<file path="config.mk">
export PLATFORM = sky130hd
export DESIGN_NAME = binary_to_decimal_ascii
export DESIGN_NICKNAME = d
export VERILOG_FILES = /design/src/design/bda_pkg.sv /design/src/design/binary_to_decimal_ascii.sv /design/src/design/bda_datapath.sv /design/src/design/bda_ctrl.sv
export SDC_FILE = /design/constraint.sdc
export NUM_CORES = 1
export LEC_CHECK = 0
export BUFFER_PORTS_ARGS = -buffer_cell sky130_fd_sc_hd__buf_2
export CORE_ASPECT_RATIO = 0.7
export CORE_MARGIN = 4
export CORE_UTILIZATION = 50
export DETAILED_ROUTE_END_ITERATION = 7
export GPL_ROUTABILITY_DRIVEN = 0
export GPL_TIMING_DRIVEN = 1
export HOLD_SLACK_MARGIN = 0.02
export PLACE_DENSITY = 0.67
export SLEW_MARGIN = 20
export SYNTH_ARGS = -nofsm -noshare
export SYNTH_HDL_FRONTEND = slang
export SYNTH_SLANG_ARGS = --single-unit
export TNS_END_PERCENT = 50
</file>
<file path="constraint.sdc">
create_clock -name i_clk -period 5.4 [get_ports i_clk]
set_clock_uncertainty 0.2 [all_clocks]
set_input_delay 1.62 -clock i_clk [delete_from_list [all_inputs] [get_ports i_clk]]
set_output_delay 1.62 -clock i_clk [all_outputs]
set_load 0.02 [all_outputs]
</file>
<file path="src/design/bda_pkg.sv">
// Shared types and constants for the binary to decimal ASCII converter.
package bda_pkg;

    localparam logic [5:0] ASCII_ZERO = 6'd48;

    typedef enum logic [1:0] {
        ST_IDLE,
        ST_CONVERT,
        ST_ALIGN,
        ST_EMIT
    } t_state;

    typedef struct packed {
        logic load;
        logic dabble;
        logic align;
        logic emit;
    } t_cmd;

    typedef struct packed {
        logic bit_last;
        logic digit_last;
    } t_status;

endpackage

</file>
<file path="src/design/binary_to_decimal_ascii.sv">
// Top level: binary number in, decimal ASCII digits out, most significant digit first.
// The number is converted one bit per cycle by the shift-and-add-3 loop, then aligned to
// drop leading zeros, then emitted one digit per cycle while the receiver does not stall
// the output. NUMBER_BITS above 32 is treated as 32. A new number is accepted only after
// the last digit of the previous one has been emitted.
// Reset clears the controller state and output valid; datapath registers are not reset.
module binary_to_decimal_ascii #(
    parameter int NUMBER_BITS = 32
) (
    input  logic        i_clk,
    input  logic        i_rst_n,
    input  logic        i_valid,
    output logic        o_ready,
    input  logic [31:0] i_number,
    output logic        o_valid,
    input  logic        i_ready,
    output logic [5:0]  o_digit_char,
    output logic        o_last_digit
);
    import bda_pkg::*;

    localparam int VALUE_BITS = (NUMBER_BITS < 32) ? NUMBER_BITS : 32;
    localparam int DIGITS     = ((VALUE_BITS * 1233) >> 12) + 1;

    t_cmd    cmd;
    t_status status;

    bda_ctrl u_ctrl (
        .i_clk    (i_clk),
        .i_rst_n  (i_rst_n),
        .i_valid  (i_valid),
        .o_ready  (o_ready),
        .o_valid  (o_valid),
        .i_ready  (i_ready),
        .i_status (status),
        .o_cmd    (cmd)
    );

    bda_datapath #(
        .VALUE_BITS (VALUE_BITS),
        .DIGITS     (DIGITS)
    ) u_datapath (
        .i_clk        (i_clk),
        .i_number     (i_number),
        .i_cmd        (cmd),
        .o_status     (status),
        .o_digit_char (o_digit_char),
        .o_last_digit (o_last_digit)
    );

endmodule

</file>
<file path="src/design/bda_datapath.sv">
// Datapath: shift-and-add-3 BCD conversion, leading-zero alignment and digit output register.
module bda_datapath #(
    parameter int VALUE_BITS = 32,
    parameter int DIGITS     = 10
) (
    input  logic               i_clk,
    input  logic [31:0]        i_number,
    input  bda_pkg::t_cmd      i_cmd,
    output bda_pkg::t_status   o_status,
    output logic [5:0]         o_digit_char,
    output logic               o_last_digit
);
    import bda_pkg::*;

    localparam int BCD_W = 4 * DIGITS;
    localparam int CNT_W = $clog2(VALUE_BITS);
    localparam int IDX_W = $clog2(DIGITS);

    logic [VALUE_BITS-1:0] r_bin;
    logic [BCD_W-1:0]      r_bcd;
    logic [CNT_W-1:0]      r_bit_cnt;
    logic [IDX_W-1:0]      r_rem;
    logic [5:0]            r_char;
    logic                  r_last;

    logic [BCD_W-1:0]      adj;
    logic [IDX_W-1:0]      lead;
    logic [IDX_W-1:0]      shamt;

    always_comb begin
        for (int i = 0; i < DIGITS; i++) begin
            if (r_bcd[4*i +: 4] >= 4'd5) begin
                adj[4*i +: 4] = r_bcd[4*i +: 4] + 4'd3;
            end else begin
                adj[4*i +: 4] = r_bcd[4*i +: 4];
            end
        end
    end

    always_comb begin
        lead = '0;
        for (int i = 0; i < DIGITS; i++) begin
            if (r_bcd[4*i +: 4] != 4'd0) begin
                lead = IDX_W'(i);
            end
        end
        shamt = IDX_W'(DIGITS - 1) - lead;
    end

    always_ff @(posedge i_clk) begin
        if (i_cmd.load) begin
            r_bin     <= i_number[VALUE_BITS-1:0];
            r_bcd     <= '0;
            r_bit_cnt <= CNT_W'(VALUE_BITS - 1);
        end else if (i_cmd.dabble) begin
            r_bcd     <= {adj[BCD_W-2:0], r_bin[VALUE_BITS-1]};
            r_bin     <= {r_bin[VALUE_BITS-2:0], 1'b0};
            r_bit_cnt <= r_bit_cnt - 1'b1;
        end else if (i_cmd.align) begin
            r_bcd <= r_bcd << {shamt, 2'b00};
            r_rem <= lead;
        end else if (i_cmd.emit) begin
            r_bcd <= {r_bcd[BCD_W-5:0], 4'd0};
            r_rem <= r_rem - 1'b1;
        end
    end

    always_ff @(posedge i_clk) begin
        if (i_cmd.emit) begin
            r_char <= ASCII_ZERO + {2'b00, r_bcd[BCD_W-1 -: 4]};
            r_last <= (r_rem == '0);
        end
    end

    assign o_status.bit_last   = (r_bit_cnt == '0);
    assign o_status.digit_last = (r_rem == '0);
    assign o_digit_char        = r_char;
    assign o_last_digit        = r_last;

endmodule

</file>
<file path="src/design/bda_ctrl.sv">
// Controller: sequences load, conversion, alignment and digit output; owns the handshakes.
module bda_ctrl (
    input  logic             i_clk,
    input  logic             i_rst_n,
    input  logic             i_valid,
    output logic             o_ready,
    output logic             o_valid,
    input  logic             i_ready,
    input  bda_pkg::t_status i_status,
    output bda_pkg::t_cmd    o_cmd
);
    import bda_pkg::*;

    t_state r_state, n_state;
    logic   r_out_valid, n_out_valid;

    always_ff @(posedge i_clk) begin
        if (!i_rst_n) begin
            r_state     <= ST_IDLE;
            r_out_valid <= 1'b0;
        end else begin
            r_state     <= n_state;
            r_out_valid <= n_out_valid;
        end
    end

    always_comb begin
        n_state     = r_state;
        n_out_valid = r_out_valid && !i_ready;
        o_cmd       = '0;
        o_ready     = 1'b0;
        unique case (r_state)
            ST_IDLE: begin
                o_ready = 1'b1;
                if (i_valid) begin
                    o_cmd.load = 1'b1;
                    n_state    = ST_CONVERT;
                end
            end
            ST_CONVERT: begin
                o_cmd.dabble = 1'b1;
                if (i_status.bit_last) begin
                    n_state = ST_ALIGN;
                end
            end
            ST_ALIGN: begin
                o_cmd.align = 1'b1;
                n_state     = ST_EMIT;
            end
            ST_EMIT: begin
                if (!r_out_valid || i_ready) begin
                    o_cmd.emit  = 1'b1;
                    n_out_valid = 1'b1;
                    if (i_status.digit_last) begin
                        n_state = ST_IDLE;
                    end
                end
            end
            default: begin
                n_state = ST_IDLE;
            end
        endcase
    end

    assign o_valid = r_out_valid;

endmodule

</file>
======== After elaboration in Yosys (flattened, before gate mapping) ========
Index checks and enable logic that the tools add are counted.
word-level totals
  input port bits ......................... 36
  logic and storage cells ................. 103
  flip-flop bits (word level) ............. 91
  output and inout bits ................... 9
operators by class
  bitwise gates (word level) .............. 2
  reductions and logical operators ........ 21
  shifts and indexed selects .............. 1
  equality and inequality tests ........... 7
  magnitude comparators ................... 10
  muxes and demuxes ....................... 40
  $add $sub $neg .......................... 14
operator list
  cell                   number
  $mux W40               3
  $mux W32               2
  $mux W4                13
  $ge A4 B3 Y1 const B   10
  $shl A40 B6 Y40        1
  $add A4 B2 Y4 const B  9
  $reduce_bool A4 Y1     9
  $mux W3                5
  $mux W2                6
  $mux W1                10
  $pmux W2 S4            1
  $add A5 B5 Y6 const A  1
  $ne A2 B2 Y1 const B   3
  $logic_not A5 Y1       1
  $sub A5 B1 Y5 const B  1
  $eq A2 B2 Y1 const B   2
  $logic_not A4 Y1       1
  $reduce_and A4 Y1      1
  $reduce_bool A2 Y1     2
  $sub A4 B1 Y4 const B  1
  $sub A4 B4 Y4 const A  1
  $add A3 B2 Y3 const B  1
  $reduce_and A3 Y1      1
  $reduce_bool A3 Y1     1
  other kinds (7)        9

======== Longest topological paths before layout ========
  depth after elaboration ................. 14
  mapped depth ............................ 19
  depth with buffers taken out ............ 15

======== Modules after synthesis ========
Synthesis repeated with hierarchy kept, for this count alone.
unflattened totals
  cells, all modules ...................... 817
  area total of the unflattened synthesis .. 6986.7 um^2
modules (own cells, without submodules)
  module        area an instance (um^2)  times used  cells each
  bda_datapath  6775.2                   1           793
  bda_ctrl      211.5                    1           24

======== Worst setup path after synthesis ========
No wires, ideal clock.
  path type ............................... register -> register
  start ................................... register u_datapath.r_bcd[12]
  end ..................................... register u_datapath.r_bcd[23]
  period minus slack after synthesis ...... 4076 ps
  data required time ...................... 5109 ps
  cell stages (with the launch flop) ...... 18
  library setup time ...................... 91 ps
  path buffers ............................ 5
  setup slack ............................. 1324 ps
  arrival time ............................ 3785 ps
  path through ............................ dfxtp_1 > inv_1 > ha_1 > or3b_1 > o311a_1 > o21a_1 > inv_2 > buf_4 > buf_2 > ha_1 > clkbuf_1 > inv_1 > o2111ai_1 > nand2_1 > clkbuf_1 > buf_1 > a21oi_1 > a311oi_1
on the way
  longest elaborated chain between the ends .. 12
RTL lines
  item                    line                text
  from (decl)             bda_datapath.sv:20  logic [BCD_W-1:0] r_bcd;
  from (signal assigned)  bda_datapath.sv:56  r_bcd <= {adj[BCD_W-2:0], r_bin[VALUE_BITS-1]};
  from (signal assigned)  bda_datapath.sv:60  r_bcd <= r_bcd << {shamt, 2'b00};
  from (signal assigned)  bda_datapath.sv:63  r_bcd <= {r_bcd[BCD_W-5:0], 4'd0};
  $reduce_bool A4 Y1      bda_datapath.sv:43  if (r_bcd[4*i +: 4] != 4'd0) begin
  $mux W2                 bda_datapath.sv:43
  $mux W3 (4 in a row)    bda_datapath.sv:43
  $mux W4 (2 in a row)    bda_datapath.sv:43
  $sub A4 B4 Y4           bda_datapath.sv:47  shamt = IDX_W'(DIGITS - 1) - lead;
  $shl A40 B6 Y40         bda_datapath.sv:60
  $mux W40                bda_datapath.sv:59  end else if (i_cmd.align) begin
  $mux W40                bda_datapath.sv:55  end else if (i_cmd.dabble) begin
Every way passes these cells.
A chain may end at the register's enable or synchronous reset.

======== Worst setup path after layout ========
  start ................................... register u_datapath.r_bcd[16]
  end ..................................... register u_datapath.r_bcd[16]
on the way
  longest elaborated chain between the ends .. 11
RTL lines
  item                  line
  $reduce_bool A4 Y1    bda_datapath.sv:43
  $mux W3 (4 in a row)  bda_datapath.sv:43
  $mux W4 (2 in a row)  bda_datapath.sv:43
  $sub A4 B4 Y4         bda_datapath.sv:47
  $shl A40 B6 Y40 *     bda_datapath.sv:60
  $mux W40 *            bda_datapath.sv:59
  $mux W40 *            bda_datapath.sv:55
Mark *: on every way between the ends. The rest lies on a longest branch, timed or not.

==> reports/metrics.cfg <==
[status]
status=finished, final reports clean

[pwr]
internal_power_w=0.00266
powerDensity_nw_per_um2=756
clockPowerShare=0.135
ir_drop_mv=0.371
combPwrFrac=0.607
swShare=0.503
netSwitchingPower_w=0.00269
power_frac_seq=0.257
p_leak_nw=2.94

[floorplan]
dieHeight_um=104
die_w_um=145
boundaryPins=45
coreArea_um2=12600
start_util=0.519
std_cell_rows=34
dieArea_um2=15000

[setup_path]
cp.required_ns=5.43
reg2reg_depth=13
r2r_end=u_datapath.r_bcd[16]$_SDFFE_PP0P_
r2r-start=u_datapath.r_bcd[16]$_SDFFE_PP0P_
regToRegSetupSlack_ns=0.79
end_kind=flip-flop
start_kind=flip-flop
path_max_fanout=15
worstPathArrival_ns=4.64
critPathKind=reg -> reg

[routing]
remaining_drc_errors=0
wl_per_cell_um=21.1
avgViaCountPerCell=6.51
postRouteAntennaNets=0
vias=6310
wirelength_um=20400
dr.pass1.iters=6
dr.first_iter.drc_count=948

[sta]
maxSlewViolCount=0
worst_pin_slew_ns=1.13
hold_violations=0
setup_violations=0
setup_slack_ns=0.791
min_period_ns=4.61
slew_headroom=0.248
fmax_mhz=217
rsz0062_at_grt=no
fin_crit_sh=0.853
tns_ns=0

[logic_synthesis]
synth_top_cell_by_area=edfxtp_1
synth_cell_types=70
synth_area_um2=6550
yosys.area.top_type_share=0.188
synth_edf_count=41
syn_inst=804
synth_warnings=0
synthArstFlopShare=0
ys_seq_area_frac=0.335
avgSynthCellArea_um2=8.15
synth.most_common_cell=nand2_1
ys_top_cells_by_count=nand2_1, a21oi_1, nor2_1
synth_top_cells_by_area=edfxtp_1, dfxtp_1, nand2_1
ys.flop_type=dfxtp_1
ys_ff_latch=89

[placement]
dp_hpwl_um=14000
io_buffers=42
dpl_worst_slack_ns=0.663
dpl_cell_area_um2=6740
dp.cells=953

[cts]
clock_latency_ns=0.35
ctsHoldBuffers=0
cts_root_buf=clkbuf_16
clk_pin_slew_ns=0.07
htree_levels=3
clock_sinks=89
cts_tree=yes
clk_path_buf_depth=2
numCtsBuffers=9
postCtsSetupRepairBufs=0
cts_resized=0

[worst_hold_path]
min_from=u_datapath.r_bcd[37]$_SDFFE_PP0P_
hold_class=reg -> reg
worst_hold_path.endpoint=u_datapath.o_digit_char[1]$_DFFE_PP_
min_path_cells=0

[global_route]
grt_start_max_net_pins=84
grt_pass1_wl_um=32100
overflow=0
grt_use_total=0.268
grt_pass1_vias=5950
antenna_found_initial=0

[cells_and_area]
layout.nets=867
final_cell_area_um2=7080
drive_gt1_frac=0.116
final_cell_count_no_fill=969
syn2layout_area_growth_pct=8.04
diodes=0

[run]
max_cap_violations=0

[logic make-up (layout without fill, tap and decap cells)]
group | Yosys count | after routing | synth area share
simple gates | 304 | 304 | 0.214
compound gates | 206 | 206 | 0.209
buf+inv | 105 | 107 | 0.0705
flops | 89 | 89 | 0.335
mux | 52 | 52 | 0.0913
fa+ha+maj | 29 | 29 | 0.0554
xor+xnor | 18 | 18 | 0.0241
other cells | 1 | 2 | 0.000572
[sequential cells by signal, summed over array words and instances, names as in the netlist]
signal and count:
u_datapath.o_digit_char 4, u_datapath.r_rem 4, u_datapath.o_last_digit 1, u_ctrl.r_state 2
u_ctrl.o_valid 1, u_datapath.r_bit_cnt 5, u_datapath.r_bin 32, u_datapath.r_bcd 40
[layout make-up]
cell class              instances  area, um^2
flip-flops and latches         89        2190
clock inverters                 6        97.6
repair buffers                 54         300
clock buffers                  10         239
fillers                      1142        5560
well taps                     162         203
inverters                      37         139
multi-input cells             611        3910
[metal layers]
layer / GRT usage / part of all wire / wire length [um]
met5: 0 / 0 / 0
met4: 0.0659 / 0.023 / 467
met3: 0.0760 / 0.12 / 2530
met2: 0.368 / 0.41 / 8430
met1: 0.409 / 0.44 / 8970
[worst max-delay path: stages, from the launching register on]
cell and delay (ns):
dfxtp_1 0.42, inv_1 0.16, ha_1 0.22, nor3b_1 0.56, o311a_1 0.29, o21a_1 0.53
inv_2 0.08, ha_1 0.31, xnor2_1 0.26, nor3_2 0.44, nand2_1 0.26, nor2_1 0.26
a221oi_1 0.13, a2111oi_1 0.34
[layout by cell type, fill, tap and decap left out, types with 5 or more instances in the layout]
master     instances
a31oi_1           11
a221oi_1           5
a21oi_1           54
xor2_1             5
o221ai_1          10
a211oi_1          17
edfxtp_1          41
a22oi_1            6
mux2i_1           41
ha_1              28
o21ai_0           47
buf_2             42
nand2b_1          18
mux2_2             6
clkbuf_16          9
nand4_1            5
dfxtp_1           48
nor3_1            24
nor3b_1           18
a311oi_1           7
xnor2_1           13
buf_4             12
inv_1             35
nand2_1          148
nand3_1           12
and3_1             8
nor2_1            53
[power by group through the flow]
stage | clock network, W | registers (W) | logic, W
6_report | 0.000724 | 0.00138 | 0.00325
3_5_place_dp | 0 | 0.00137 | 0.00312
3_3_place_gp | 0 | 0.00135 | 0.00304
4_1_cts | 0.000728 | 0.00136 | 0.00314
2_1_floorplan | 0 | 0.00120 | 0.00250
5_1_grt | 0.000756 | 0.00140 | 0.00352
[how the worst max path moves through the flow]
stage,slack [ns],endpoint,startpoint
2_1_floorplan,1.32,u_datapath.r_bcd[23]$_SDFFE_PP0P_,u_datapath.r_bcd[12]$_SDFFE_PP0P_
3_3_place_gp,0.87,u_datapath.r_bcd[36]$_SDFFE_PP0P_,i_ready
3_5_place_dp,0.66,u_datapath.r_bcd[36]$_SDFFE_PP0P_,i_ready
4_1_cts,0.96,u_datapath.r_bcd[1]$_SDFFE_PP0P_,u_datapath.r_bcd[16]$_SDFFE_PP0P_
5_1_grt,0.52,u_datapath.r_bcd[33]$_SDFFE_PP0P_,u_datapath.r_bcd[16]$_SDFFE_PP0P_
6_report,0.79,u_datapath.r_bcd[16]$_SDFFE_PP0P_,u_datapath.r_bcd[16]$_SDFFE_PP0P_
[per-stage QoR]
step | total power (W) | utilization | hold WS [ns]
after floorplan | 0.00369 | - | 0.225
after global placement | 0.00439 | 0.534 | 0.259
after detailed placement | 0.00450 | 0.534 | 0.245
after CTS | 0.00523 | 0.560 | 0.263
after global routing | 0.00567 | 0.560 | 0.281
final | 0.00535 | 0.560 | 0.265
No activity file was read; power rests on OpenSTA's default activity.
